$ cat src/sv/fmlfo_pkg.sv
// Shared constants, types and helper functions of the FM LFO block.
package fmlfo_pkg;

   localparam int CHANNELS       = 8;
   localparam int CH_W           = 3;
   localparam int IDX_W          = 9;
   localparam int TABLE_SIZE     = 512;
   localparam int TIME_PRECISION = 4096;
   localparam int PM_SCALE_SHIFT = 12;
   localparam int CSR_IDX_W      = 3;
   localparam int CSR_DATA_W     = 64;

   localparam logic [CH_W-1:0] LAST_CH = CH_W'(CHANNELS - 1);

   // item opcodes
   localparam logic [1:0] OP_TICK  = 2'd0;
   localparam logic [1:0] OP_STOP  = 2'd1;
   localparam logic [1:0] OP_START = 2'd2;

   // waveform shapes
   localparam logic [1:0] SHAPE_SAW    = 2'd0;
   localparam logic [1:0] SHAPE_SQUARE = 2'd1;
   localparam logic [1:0] SHAPE_TRI    = 2'd2;
   localparam logic [1:0] SHAPE_NOISE  = 2'd3;

   // configuration register indexes
   localparam logic [CSR_IDX_W-1:0] REG_TIME_STEP = 3'd0;
   localparam logic [CSR_IDX_W-1:0] REG_LFO_RATE  = 3'd1;
   localparam logic [CSR_IDX_W-1:0] REG_PM_DEPTH  = 3'd2;
   localparam logic [CSR_IDX_W-1:0] REG_AM_DEPTH  = 3'd3;
   localparam logic [CSR_IDX_W-1:0] REG_SHAPE     = 3'd4;
   localparam logic [CSR_IDX_W-1:0] REG_CHAN_SENS = 3'd5;

   typedef struct packed {
      logic            accept;   // capture the request transaction
      logic            step;     // apply opcode to oscillator state
      logic            wave;     // derive wave values from phase index
      logic            mul;      // form products for mul_ch
      logic [CH_W-1:0] mul_ch;
      logic            emit;     // load result register for ch
      logic [CH_W-1:0] ch;
   } cmd_type;

   // PM multiplier is 0 or a power of two: return its log2
   function automatic logic [2:0] pms_mult_shift(input logic [2:0] pms);
      logic [2:0] r;
      case (pms)
         3'd2:    r = 3'd1;
         3'd3:    r = 3'd2;
         3'd4:    r = 3'd3;
         3'd5:    r = 3'd4;
         3'd6:    r = 3'd5;
         3'd7:    r = 3'd5;
         default: r = 3'd0;
      endcase
      return r;
   endfunction

   function automatic logic [1:0] pms_lshift(input logic [2:0] pms);
      logic [1:0] r;
      case (pms)
         3'd6:    r = 2'd1;
         3'd7:    r = 2'd2;
         default: r = 2'd0;
      endcase
      return r;
   endfunction

endpackage

$ cat src/sv/fmlfo_ctrl.sv
// Sequencer of the FM LFO: item intake, state update and channel loop.
module fmlfo_ctrl import fmlfo_pkg::*; (
   input  logic    clock,
   input  logic    reset,
   input  logic    req_valid,
   output logic    req_stall,
   output logic    rsp_valid,
   input  logic    rsp_stall,
   output cmd_type cmd
);

   localparam logic [2:0] S_IDLE = 3'd0;
   localparam logic [2:0] S_STEP = 3'd1;
   localparam logic [2:0] S_WAVE = 3'd2;
   localparam logic [2:0] S_MUL0 = 3'd3;
   localparam logic [2:0] S_CHAN = 3'd4;

   logic [2:0]      state_ff, state_in;
   logic [CH_W-1:0] ch_ff, ch_in;
   logic            rsp_valid_ff, rsp_valid_in;
   logic            out_free;
   logic            emit;

   assign out_free  = !rsp_valid_ff || !rsp_stall;
   assign emit      = (state_ff == S_CHAN) && out_free;
   assign req_stall = (state_ff != S_IDLE);
   assign rsp_valid = rsp_valid_ff;

   always_comb begin
      cmd.accept = req_valid && (state_ff == S_IDLE);
      cmd.step   = (state_ff == S_STEP);
      cmd.wave   = (state_ff == S_WAVE);
      cmd.emit   = emit;
      cmd.ch     = ch_ff;
      // products for the next channel are formed while this one is loaded
      cmd.mul    = (state_ff == S_MUL0) || emit;
      cmd.mul_ch = (state_ff == S_MUL0) ? '0 : ch_ff + CH_W'(1);
   end

   always_comb begin
      state_in     = state_ff;
      ch_in        = ch_ff;
      rsp_valid_in = rsp_valid_ff && rsp_stall;
      case (state_ff)
         S_IDLE: begin
            if (req_valid) state_in = S_STEP;
         end
         S_STEP: state_in = S_WAVE;
         S_WAVE: state_in = S_MUL0;
         S_MUL0: begin
            ch_in    = '0;
            state_in = S_CHAN;
         end
         S_CHAN: begin
            if (emit) begin
               rsp_valid_in = 1'b1;
               ch_in        = ch_ff + CH_W'(1);
               if (ch_ff == LAST_CH) state_in = S_IDLE;
            end
         end
         default: state_in = S_IDLE;
      endcase
   end

   always_ff @(posedge clock) begin
      if (reset) begin
         state_ff     <= S_IDLE;
         ch_ff        <= '0;
         rsp_valid_ff <= 1'b0;
      end else begin
         state_ff     <= state_in;
         ch_ff        <= ch_in;
         rsp_valid_ff <= rsp_valid_in;
      end
   end

   a_accept_to_step: assert property (@(posedge clock) disable iff (reset)
      (req_valid && !req_stall) |=> (state_ff == S_STEP))
      else $error("accepted transaction did not start the state update");

   a_loop_starts_at_zero: assert property (@(posedge clock) disable iff (reset)
      (state_ff == S_MUL0) |=> (ch_ff == '0 && state_ff == S_CHAN))
      else $error("channel loop did not start at channel zero");

   a_last_ends_item: assert property (@(posedge clock) disable iff (reset)
      (emit && ch_ff == LAST_CH) |=> (state_ff == S_IDLE && rsp_valid_ff))
      else $error("last channel did not close the item");

   a_stall_holds_channel: assert property (@(posedge clock) disable iff (reset)
      (state_ff == S_CHAN && rsp_valid_ff && rsp_stall) |=> $stable(ch_ff))
      else $error("channel advanced while result register was stalled");

endmodule

$ cat src/sv/fmlfo_dp.sv
// Datapath of the FM LFO: registers, oscillator state, waves and scaling.
module fmlfo_dp import fmlfo_pkg::*; (
   input  logic                  clock,
   input  logic                  reset,
   input  cmd_type               cmd,
   input  logic [1:0]            req_opcode,
   input  logic [IDX_W-1:0]      req_noise_index,
   input  logic                  csr_write_enable,
   input  logic [CSR_IDX_W-1:0]  csr_index,
   input  logic [CSR_DATA_W-1:0] csr_write_data,
   output logic [CH_W-1:0]       rsp_channel,
   output logic signed [9:0]     rsp_pm_value,
   output logic [9:0]            rsp_am_value,
   output logic                  rsp_last
);

   // configuration
   logic [19:0] time_step_ff;
   logic [7:0]  rate_ff;
   logic [6:0]  pm_depth_ff;
   logic [6:0]  am_depth_ff;
   logic [1:0]  shape_ff;
   logic [63:0] sens_ff;

   // captured transaction
   logic [1:0]       op_ff;
   logic [IDX_W-1:0] noise_ff;

   // oscillator state
   logic [31:0]      acc_ff, acc_in;
   logic [3:0]       sub_ff, sub_in;
   logic [IDX_W-1:0] idx_ff, idx_in;
   logic             running_ff, running_in;

   // wave values
   logic [7:0] pm_mag_ff, pm_mag_in;
   logic       pm_neg_ff, pm_neg_in;
   logic [8:0] am_ff, am_in;

   // per-channel products
   logic [14:0] pm_prod_ff;
   logic [2:0]  pms_ff;
   logic [15:0] am_prod_ff;
   logic [1:0]  ams_ff;

   // output register
   logic [CH_W-1:0]   out_ch_ff;
   logic signed [9:0] out_pm_ff;
   logic [9:0]        out_am_ff;
   logic              out_last_ff;

   // step arithmetic
   logic [3:0]  shift_raw, shift_eff;
   logic [5:0]  step;
   logic [31:0] limit;
   logic [31:0] acc_sum;
   logic        ovf;
   logic [6:0]  sub_sum;
   logic [2:0]  adv;

   // channel arithmetic
   logic [7:0]  sens_byte;
   logic [19:0] pm_scaled;
   logic [9:0]  pmag;
   logic [9:0]  amv;

   always_comb begin
      shift_raw = 4'd15 - rate_ff[7:4];
      shift_eff = (shift_raw == 4'd0) ? 4'd1 : shift_raw;
      step      = (shift_raw == 4'd0) ? {5'd16 + {1'b0, rate_ff[3:0]}, 1'b0}
                                      : {1'b0, 5'd16 + {1'b0, rate_ff[3:0]}};
      limit     = (32'd8 << shift_eff) * 32'(TIME_PRECISION);
      acc_sum   = acc_ff + {12'd0, time_step_ff};
      ovf       = (acc_sum >= limit);
      sub_sum   = {3'd0, sub_ff} + {1'b0, step};
      adv       = sub_sum[6:4];
   end

   always_comb begin
      acc_in     = acc_ff;
      sub_in     = sub_ff;
      idx_in     = idx_ff;
      running_in = running_ff;
      if (cmd.step) begin
         case (op_ff)
            OP_TICK: begin
               if (running_ff) begin
                  if (ovf) begin
                     acc_in = '0;
                     sub_in = sub_sum[3:0];
                     case (shape_ff)
                        SHAPE_TRI:   idx_in = idx_ff + {5'd0, adv, 1'b0};
                        SHAPE_NOISE: idx_in = noise_ff;
                        default:     idx_in = idx_ff + {6'd0, adv};
                     endcase
                  end else begin
                     acc_in = acc_sum;
                  end
               end
            end
            OP_STOP: begin
               running_in = 1'b0;
               idx_in     = '0;
            end
            OP_START: running_in = 1'b1;
            default: ;
         endcase
      end
      // a rate write restarts the period
      if (csr_write_enable && csr_index == REG_LFO_RATE) acc_in = '0;
   end

   always_comb begin
      pm_mag_in = pm_mag_ff;
      pm_neg_in = pm_neg_ff;
      am_in     = am_ff;
      case (shape_ff)
         SHAPE_SQUARE: begin
            pm_mag_in = 8'd128;
            pm_neg_in = idx_ff[7];
            am_in     = idx_ff[7] ? 9'd0 : 9'd256;
         end
         SHAPE_TRI: begin
            case (idx_ff[8:7])
               2'd0: begin
                  pm_mag_in = idx_ff[7:0];
                  pm_neg_in = 1'b0;
               end
               2'd1: begin
                  pm_mag_in = 8'(9'd255 - idx_ff);
                  pm_neg_in = 1'b0;
               end
               2'd2: begin
                  pm_mag_in = 8'(idx_ff - 9'd256);
                  pm_neg_in = 1'b1;
               end
               default: begin
                  pm_mag_in = 8'(9'd511 - idx_ff);
                  pm_neg_in = 1'b1;
               end
            endcase
            am_in = idx_ff[8] ? {1'b0, idx_ff[7:0]} : {1'b0, 8'd255 - idx_ff[7:0]};
         end
         default: begin
            pm_mag_in = idx_ff[7] ? 8'd255 - idx_ff[7:0] : idx_ff[7:0];
            pm_neg_in = idx_ff[7];
            am_in     = {1'b0, 8'd255 - idx_ff[7:0]};
         end
      endcase
   end

   always_comb begin
      sens_byte = sens_ff[{cmd.mul_ch, 3'b000} +: 8];
      pm_scaled = {5'd0, pm_prod_ff} << pms_mult_shift(pms_ff);
      pmag      = (pms_ff == 3'd0) ? 10'd0
                                   : {2'd0, pm_scaled[PM_SCALE_SHIFT +: 8]} << pms_lshift(pms_ff);
      amv       = (ams_ff == 2'd0) ? 10'd0
                                   : {1'b0, am_prod_ff[15:7]} << (ams_ff - 2'd1);
   end

   always_ff @(posedge clock) begin
      if (reset) begin
         time_step_ff <= 20'd4096;
         rate_ff      <= '0;
         pm_depth_ff  <= '0;
         am_depth_ff  <= '0;
         shape_ff     <= SHAPE_SAW;
         sens_ff      <= '0;
         acc_ff       <= '0;
         sub_ff       <= '0;
         idx_ff       <= '0;
         running_ff   <= 1'b1;
      end else begin
         acc_ff     <= acc_in;
         sub_ff     <= sub_in;
         idx_ff     <= idx_in;
         running_ff <= running_in;
         if (csr_write_enable) begin
            case (csr_index)
               REG_TIME_STEP: time_step_ff <= csr_write_data[19:0];
               REG_LFO_RATE:  rate_ff      <= csr_write_data[7:0];
               REG_PM_DEPTH:  pm_depth_ff  <= csr_write_data[6:0];
               REG_AM_DEPTH:  am_depth_ff  <= csr_write_data[6:0];
               REG_SHAPE:     shape_ff     <= csr_write_data[1:0];
               REG_CHAN_SENS: sens_ff      <= csr_write_data;
               default: ;
            endcase
         end
      end
   end

   always_ff @(posedge clock) begin
      if (cmd.accept) begin
         op_ff    <= req_opcode;
         noise_ff <= req_noise_index;
      end
      if (cmd.wave) begin
         pm_mag_ff <= pm_mag_in;
         pm_neg_ff <= pm_neg_in;
         am_ff     <= am_in;
      end
      if (cmd.mul) begin
         pm_prod_ff <= pm_mag_ff * pm_depth_ff;
         pms_ff     <= sens_byte[6:4];
         am_prod_ff <= am_ff * am_depth_ff;
         ams_ff     <= sens_byte[1:0];
      end
      if (cmd.emit) begin
         out_ch_ff   <= cmd.ch;
         out_pm_ff   <= pm_neg_ff ? -signed'(pmag) : signed'(pmag);
         out_am_ff   <= amv;
         out_last_ff <= (cmd.ch == LAST_CH);
      end
   end

   assign rsp_channel  = out_ch_ff;
   assign rsp_pm_value = out_pm_ff;
   assign rsp_am_value = out_am_ff;
   assign rsp_last     = out_last_ff;

endmodule

$ cat src/sv/fm_lfo_pm_am_generator_top.sv
// FM synth LFO top level: per-channel PM and AM values from a shared oscillator.
//
// Request channel (req_valid / req_stall): one transaction carries an opcode
// (sample tick, stop with phase reset, start) and a noise phase index used by
// the noise shape when the oscillator period elapses.
// Response channel (rsp_valid / rsp_stall): every request yields one
// transaction per channel, channel 0 first; rsp_last marks the final one.
// Configuration: csr_write_enable with csr_index and csr_write_data writes one
// register per cycle; write only while no request is in flight.
// Timing: a request is taken in the idle state, then the oscillator is
// updated (S_STEP), the wave value is derived (S_WAVE), channel 0 products are
// formed (S_MUL0), and the channel loop loads one result per cycle through the
// shared multiplier pair while the receiver does not stall; req_stall is high
// from the update until the final result is loaded.
// When the receiver stalls, the result register holds and the channel loop
// waits; a new request is taken while the final result still waits.
// Reset (synchronous) restores register defaults, clears the oscillator and
// leaves it running; no clearing pass is needed.
module fm_lfo_pm_am_generator_top import fmlfo_pkg::*; (
   input  logic                  clock,
   input  logic                  reset,
   input  logic                  req_valid,
   output logic                  req_stall,
   input  logic [1:0]            req_opcode,
   input  logic [IDX_W-1:0]      req_noise_index,
   output logic                  rsp_valid,
   input  logic                  rsp_stall,
   output logic [CH_W-1:0]       rsp_channel,
   output logic signed [9:0]     rsp_pm_value,
   output logic [9:0]            rsp_am_value,
   output logic                  rsp_last,
   input  logic                  csr_write_enable,
   input  logic [CSR_IDX_W-1:0]  csr_index,
   input  logic [CSR_DATA_W-1:0] csr_write_data
);

   cmd_type cmd;

   fmlfo_ctrl u_ctrl (
      .clock     (clock),
      .reset     (reset),
      .req_valid (req_valid),
      .req_stall (req_stall),
      .rsp_valid (rsp_valid),
      .rsp_stall (rsp_stall),
      .cmd       (cmd)
   );

   fmlfo_dp u_dp (
      .clock            (clock),
      .reset            (reset),
      .cmd              (cmd),
      .req_opcode       (req_opcode),
      .req_noise_index  (req_noise_index),
      .csr_write_enable (csr_write_enable),
      .csr_index        (csr_index),
      .csr_write_data   (csr_write_data),
      .rsp_channel      (rsp_channel),
      .rsp_pm_value     (rsp_pm_value),
      .rsp_am_value     (rsp_am_value),
      .rsp_last         (rsp_last)
   );

endmodule
$ cat config.mk
export PLATFORM = sky130hd
export DESIGN_NAME = fm_lfo_pm_am_generator_top
export DESIGN_NICKNAME = d
export VERILOG_FILES = /design/src/sv/fmlfo_pkg.sv /design/src/sv/fmlfo_ctrl.sv /design/src/sv/fmlfo_dp.sv /design/src/sv/fm_lfo_pm_am_generator_top.sv
export SDC_FILE = /design/constraint.sdc
export NUM_CORES = 1
export LEC_CHECK = 0
export BUFFER_PORTS_ARGS = -buffer_cell sky130_fd_sc_hd__buf_2
export CAP_MARGIN = 25
export CELL_PAD_IN_SITES_DETAIL_PLACEMENT = 0
export CELL_PAD_IN_SITES_GLOBAL_PLACEMENT = 1
export CORE_MARGIN = 5
export CORE_UTILIZATION = 44
export CTS_BUF_LIST = sky130_fd_sc_hd__clkbuf_4
export DETAILED_ROUTE_END_ITERATION = 7
export PLACE_DENSITY = 0.85
export RECOVER_POWER = 50
export REMOVE_ABC_BUFFERS = 1
export SLEW_MARGIN = 5
export SYNTH_ARGS = -nofsm -noshare
export SYNTH_HDL_FRONTEND = slang
export SYNTH_SLANG_ARGS = --single-unit
$ cat constraint.sdc
create_clock -name clock -period 4.9 [get_ports clock]
set_input_delay 0.735 -clock clock [delete_from_list [all_inputs] [get_ports clock]]
set_output_delay 0.735 -clock clock [all_outputs]
set_load 0.01 [all_outputs]
==> summary.md <==
| Metric | Value |
|---|---|
| Die X | 192 um |
| Detail Route Antenna Nets | 0 |
| Pre-antenna DRT Iters | 5 |
| Top delay family on crit path | compound AO/OA/AOI/OAI gates |
| Hold Startpoint | req_opcode[0] |
| Rows | 66 |
| Sequential share of the synthesized area | 0.343 |
| R2R setup slack | -0.56 ns |
| Max transition margin | -0.508 |
| CP dominant cell by count | a211o_1 |
| Vias in the first global route | 12,200 |
| CTS sink count | 212 |
| Total Wirelength | 36,000 um |
| Pre-CTS setup slack | -0.695 ns |
| WHS | 0.215 ns |
| Failing checks | max-capacitance violations, max-slew violations, negative setup slack |
| Most common cell in the netlist | nand2_1 |
| Run status | complete, but fails checks |
| Synth top area cells | dfxtp_1, edfxtp_1, ha_1, fa_1, nand2_1 |
| Top-area cell type share of the netlist area | 0.189 |
| Cells after synthesis | 1,656 |
| Initial antenna violation count | 1 |
| Startpoint Class | flop |
| Min cycle time layout | 5.46 ns |
| Number of CTS-inserted buffers | 58 |
| Port Buffers | 92 |
| Final net count | 2,097 |
| Clock root cell | clkbuf_4 |
| CP max-delay cell | fa_2 |
| Initial Utilization | 0.446 |
| DR WL/cell | 15.5 um |
| Crit Path Max Fanout | 6 |
| DIE HEIGHT | 192 um |
| # fillers | 3,079 |
| Max-cap viol count | 1 |
| Total core area | 32,600 um2 |
| RSZ-0062 raised after global routing | true |
| Drt drc | 0 |
| Die area | 36,800 um2 |
| Max-slew violation count | 41 |
| P&R area growth vs syn | 18.7% |
| Hold Path Sink | u_dp.op_ff[0] |
| Critical path type | flop to flop |
| Buffers & Inverters on Critical Path | 2 |
| Worst Skew | 0.0488 ns |
| Final number of setup-violating endpoints | 44 |
| Synth top cells by count | nand2_1, a21oi_1, dfxtp_1, ha_1, inv_1 |
| Worst r2r dst | u_dp.acc_ff[15] |
| Post-Synth Adder-Cell Area | 0.194 |
| Largest stage delay, worst path | 0.36 ns |
| Synth cell types | 66 |
| Simple logic cell fraction of the synthesized area | 0.207 |
| H-tree levels | 2 |
| Max Freq | 183 MHz |
| FF-to-FF Start | u_dp.acc_ff[0] |
| Final GP Congestion | 0.908 |
| Synthesis Warnings | 0 |
| Largest family of logic cells by synthesized area | simple AND/OR/NAND/NOR gates |
| Crit-path cells | ha_4, fa_2, a211oi_2, o21bai_1, a211o_1, a21o_1, a41o_1, a211o_1, o311a_4, nand2_4, xnor2_2, ha_1, nand4_1, nor4b_2, nand3_1, or3_1, a2111o_1, nor4_2, a41oi_2, and2_4, buf_12, buf_16, a22oi_2, nor2_1 |
| Yosys reg bits | 212 |
| CP Capture Type | flop |
| Largest net degree at the start of global routing | 63 |
| Vias | 12,300 |
| GRT Overall Usage | 0.190 |
| Asr flop ratio synth | 0 |
| Max IR drop VDD | 0.165 mV |
| First-pass GRT wire length | 57,800 um |
| # IOs | 109 |
| Fraction of layout cells with a size suffix above 1 | 0.192 |
| Main synth FF type | dfxtp_1 |
| Multiplexer share of the synthesized area | 0.0446 |
| Data required time at the worst endpoint | 5.42 ns |
| Fin worst setup slack | -0.564 ns |
| Period utilization | 1.12 |
| Synthesized area | 14,500 um2 |
| Hold Path Cell Cnt | 1 |
| CTS tree | done |
| Avg Cell Area, Syn | 8.78 um2 |
| Reg2reg path depth | 24 |
| Total grt overflow | 0 |
| Skew-Pair Late Insertion Delay | 0.72 ns |
| Synth Area in XOR/XNOR | 0.0343 |
| Clock transition at path regs | 0.07 ns |
| Hold/Removal Path Class | primary input to flop |
| EDFF count, synth | 75 |
| # hold bufs at CTS | 0 |
| DR vias/cell | 5.30 |
| Deepest clock path buffer count | 3 |
| Fin. Hold Viols | 0 |
| Initial DRC Count | 575 |
| Critical path arrival | 5.99 ns |
| Worst Max-Slew Pin Slew | 2.26 ns |
| Power Dens Cells | 231 nW/um2 |
| Synth Area in Compound Gates | 0.128 |
| Static leakage | 7.67 nW |
| Detailed placement HPWL | 25,800 um |
| Post-synth top area cell | dfxtp_1 |
## power breakdown
part | switching (mW) | internal (mW)
Combinational | 0.246 | 0.166
Clock | 0.767 | 0.883
Sequential | 0.0486 | 1.88
Total | 1.06 | 2.93
## layout by cell type (no fill, tap or decap), drive strengths merged, types with 6 or more instances in the layout
cell type  instances
o21bai             7
clkinv            13
nor3              21
nor2b             30
nor4               6
and2              57
o31ai              9
nand2            329
a21oi            137
dfxtp            137
a31oi              8
edfxtp            75
mux2i             39
nand2b            13
and3              16
or3                6
o21a               9
o211ai             7
nand3             47
a211oi             8
a22oi              8
a21o              17
o21ai             56
xor2              25
buf              179
xnor2             32
inv              107
mux4              10
clkbuf            97
nor2              98
ha               122
fa                65
nand4             13
## flip-flops by register name, summed over array words and instances, names as in the netlist, 9 cells and up
| register | cells |
|---|---|
| u_dp.idx_ff | 9 |
| u_dp.noise_ff | 9 |
| u_dp.rsp_pm_value | 10 |
| u_dp.time_step_ff | 20 |
| u_dp.rsp_am_value | 10 |
| u_dp.am_ff | 9 |
| u_dp.am_prod_ff | 9 |
| u_dp.acc_ff | 32 |
| u_dp.sens_ff | 40 |
## worst max-delay path by stage
stage	depth (start not counted)	from	slack (ns)	endpoint
2_1_floorplan	21	u_dp.acc_ff[0]	-0.36	u_dp.idx_ff[3]
3_3_place_gp	23	u_dp.acc_ff[0]	-0.56	u_dp.idx_ff[4]
3_5_place_dp	23	u_dp.acc_ff[0]	-0.69	u_dp.idx_ff[4]
4_1_cts	23	u_dp.time_step_ff[0]	-0.52	u_dp.acc_ff[10]
5_1_grt	24	u_dp.time_step_ff[0]	-0.84	u_dp.acc_ff[15]
6_report	24	u_dp.acc_ff[0]	-0.56	u_dp.acc_ff[15]
## stage by stage
stage                     power [mW]  instance area, um2  utilization  std cells  setup TNS [ns]
final                           3.99               17300        0.529       2316          -20.97
after global routing            4.19               17300        0.529       2316          -32.62
after CTS                       4.03               16800        0.516       2297          -19.05
after detailed placement        2.35               15800        0.485       2184          -26.64
after global placement          2.33               15800        0.485       2184          -21.12
after floorplan                 2.18               14300            -       1581           -8.63
## final cells by class
type                    count  area [um2]  area share
diodes                      1        2.50    0.000145
clock buffers              90         676      0.0391
clock inverters            16        95.1     0.00551
inverters                 107         402      0.0233
multi-input cells        1262        9220       0.534
flip-flops and latches    212        5000       0.289
well taps                 442         553      0.0320
repair buffers            186        1320      0.0766
## worst register-to-register path: cells and delay by family (launching register included)
family          cells  cell delay (ns)
compound gates     10             2.44
simple gates        8             1.38
fa+ha+maj           3             0.83
flops               1             0.34
buf+inv             2             0.27
xor+xnor            1             0.06
## routing by layer
layer / global-route usage / vias to the layer above / part of all wire
li1: - / 6101 / -
met1: 0.236 / 5795 / 0.42
met2: 0.337 / 313 / 0.50
met3: 0.0329 / 71 / 0.056
met4: 0.0588 / 0 / 0.024
met5: 0 / - / 0
## cell families after synthesis
group | Yosys count
AOI/OAI and AO/OA | 305
xor gates and xnor gates | 57
adders and majority gates | 187
buffers and inverters | 182
DFF | 212
muxes | 52
other | 1
and+or+nand+nor | 660
## timing repair
action,in CTS,in global routing
pin swaps,14,33
buffers inserted,5,13
gates resized for setup,31,65
cloned,2,5
endpoints found under the setup margin,44,46
Note: power is estimated with default switching activity, not from simulation.
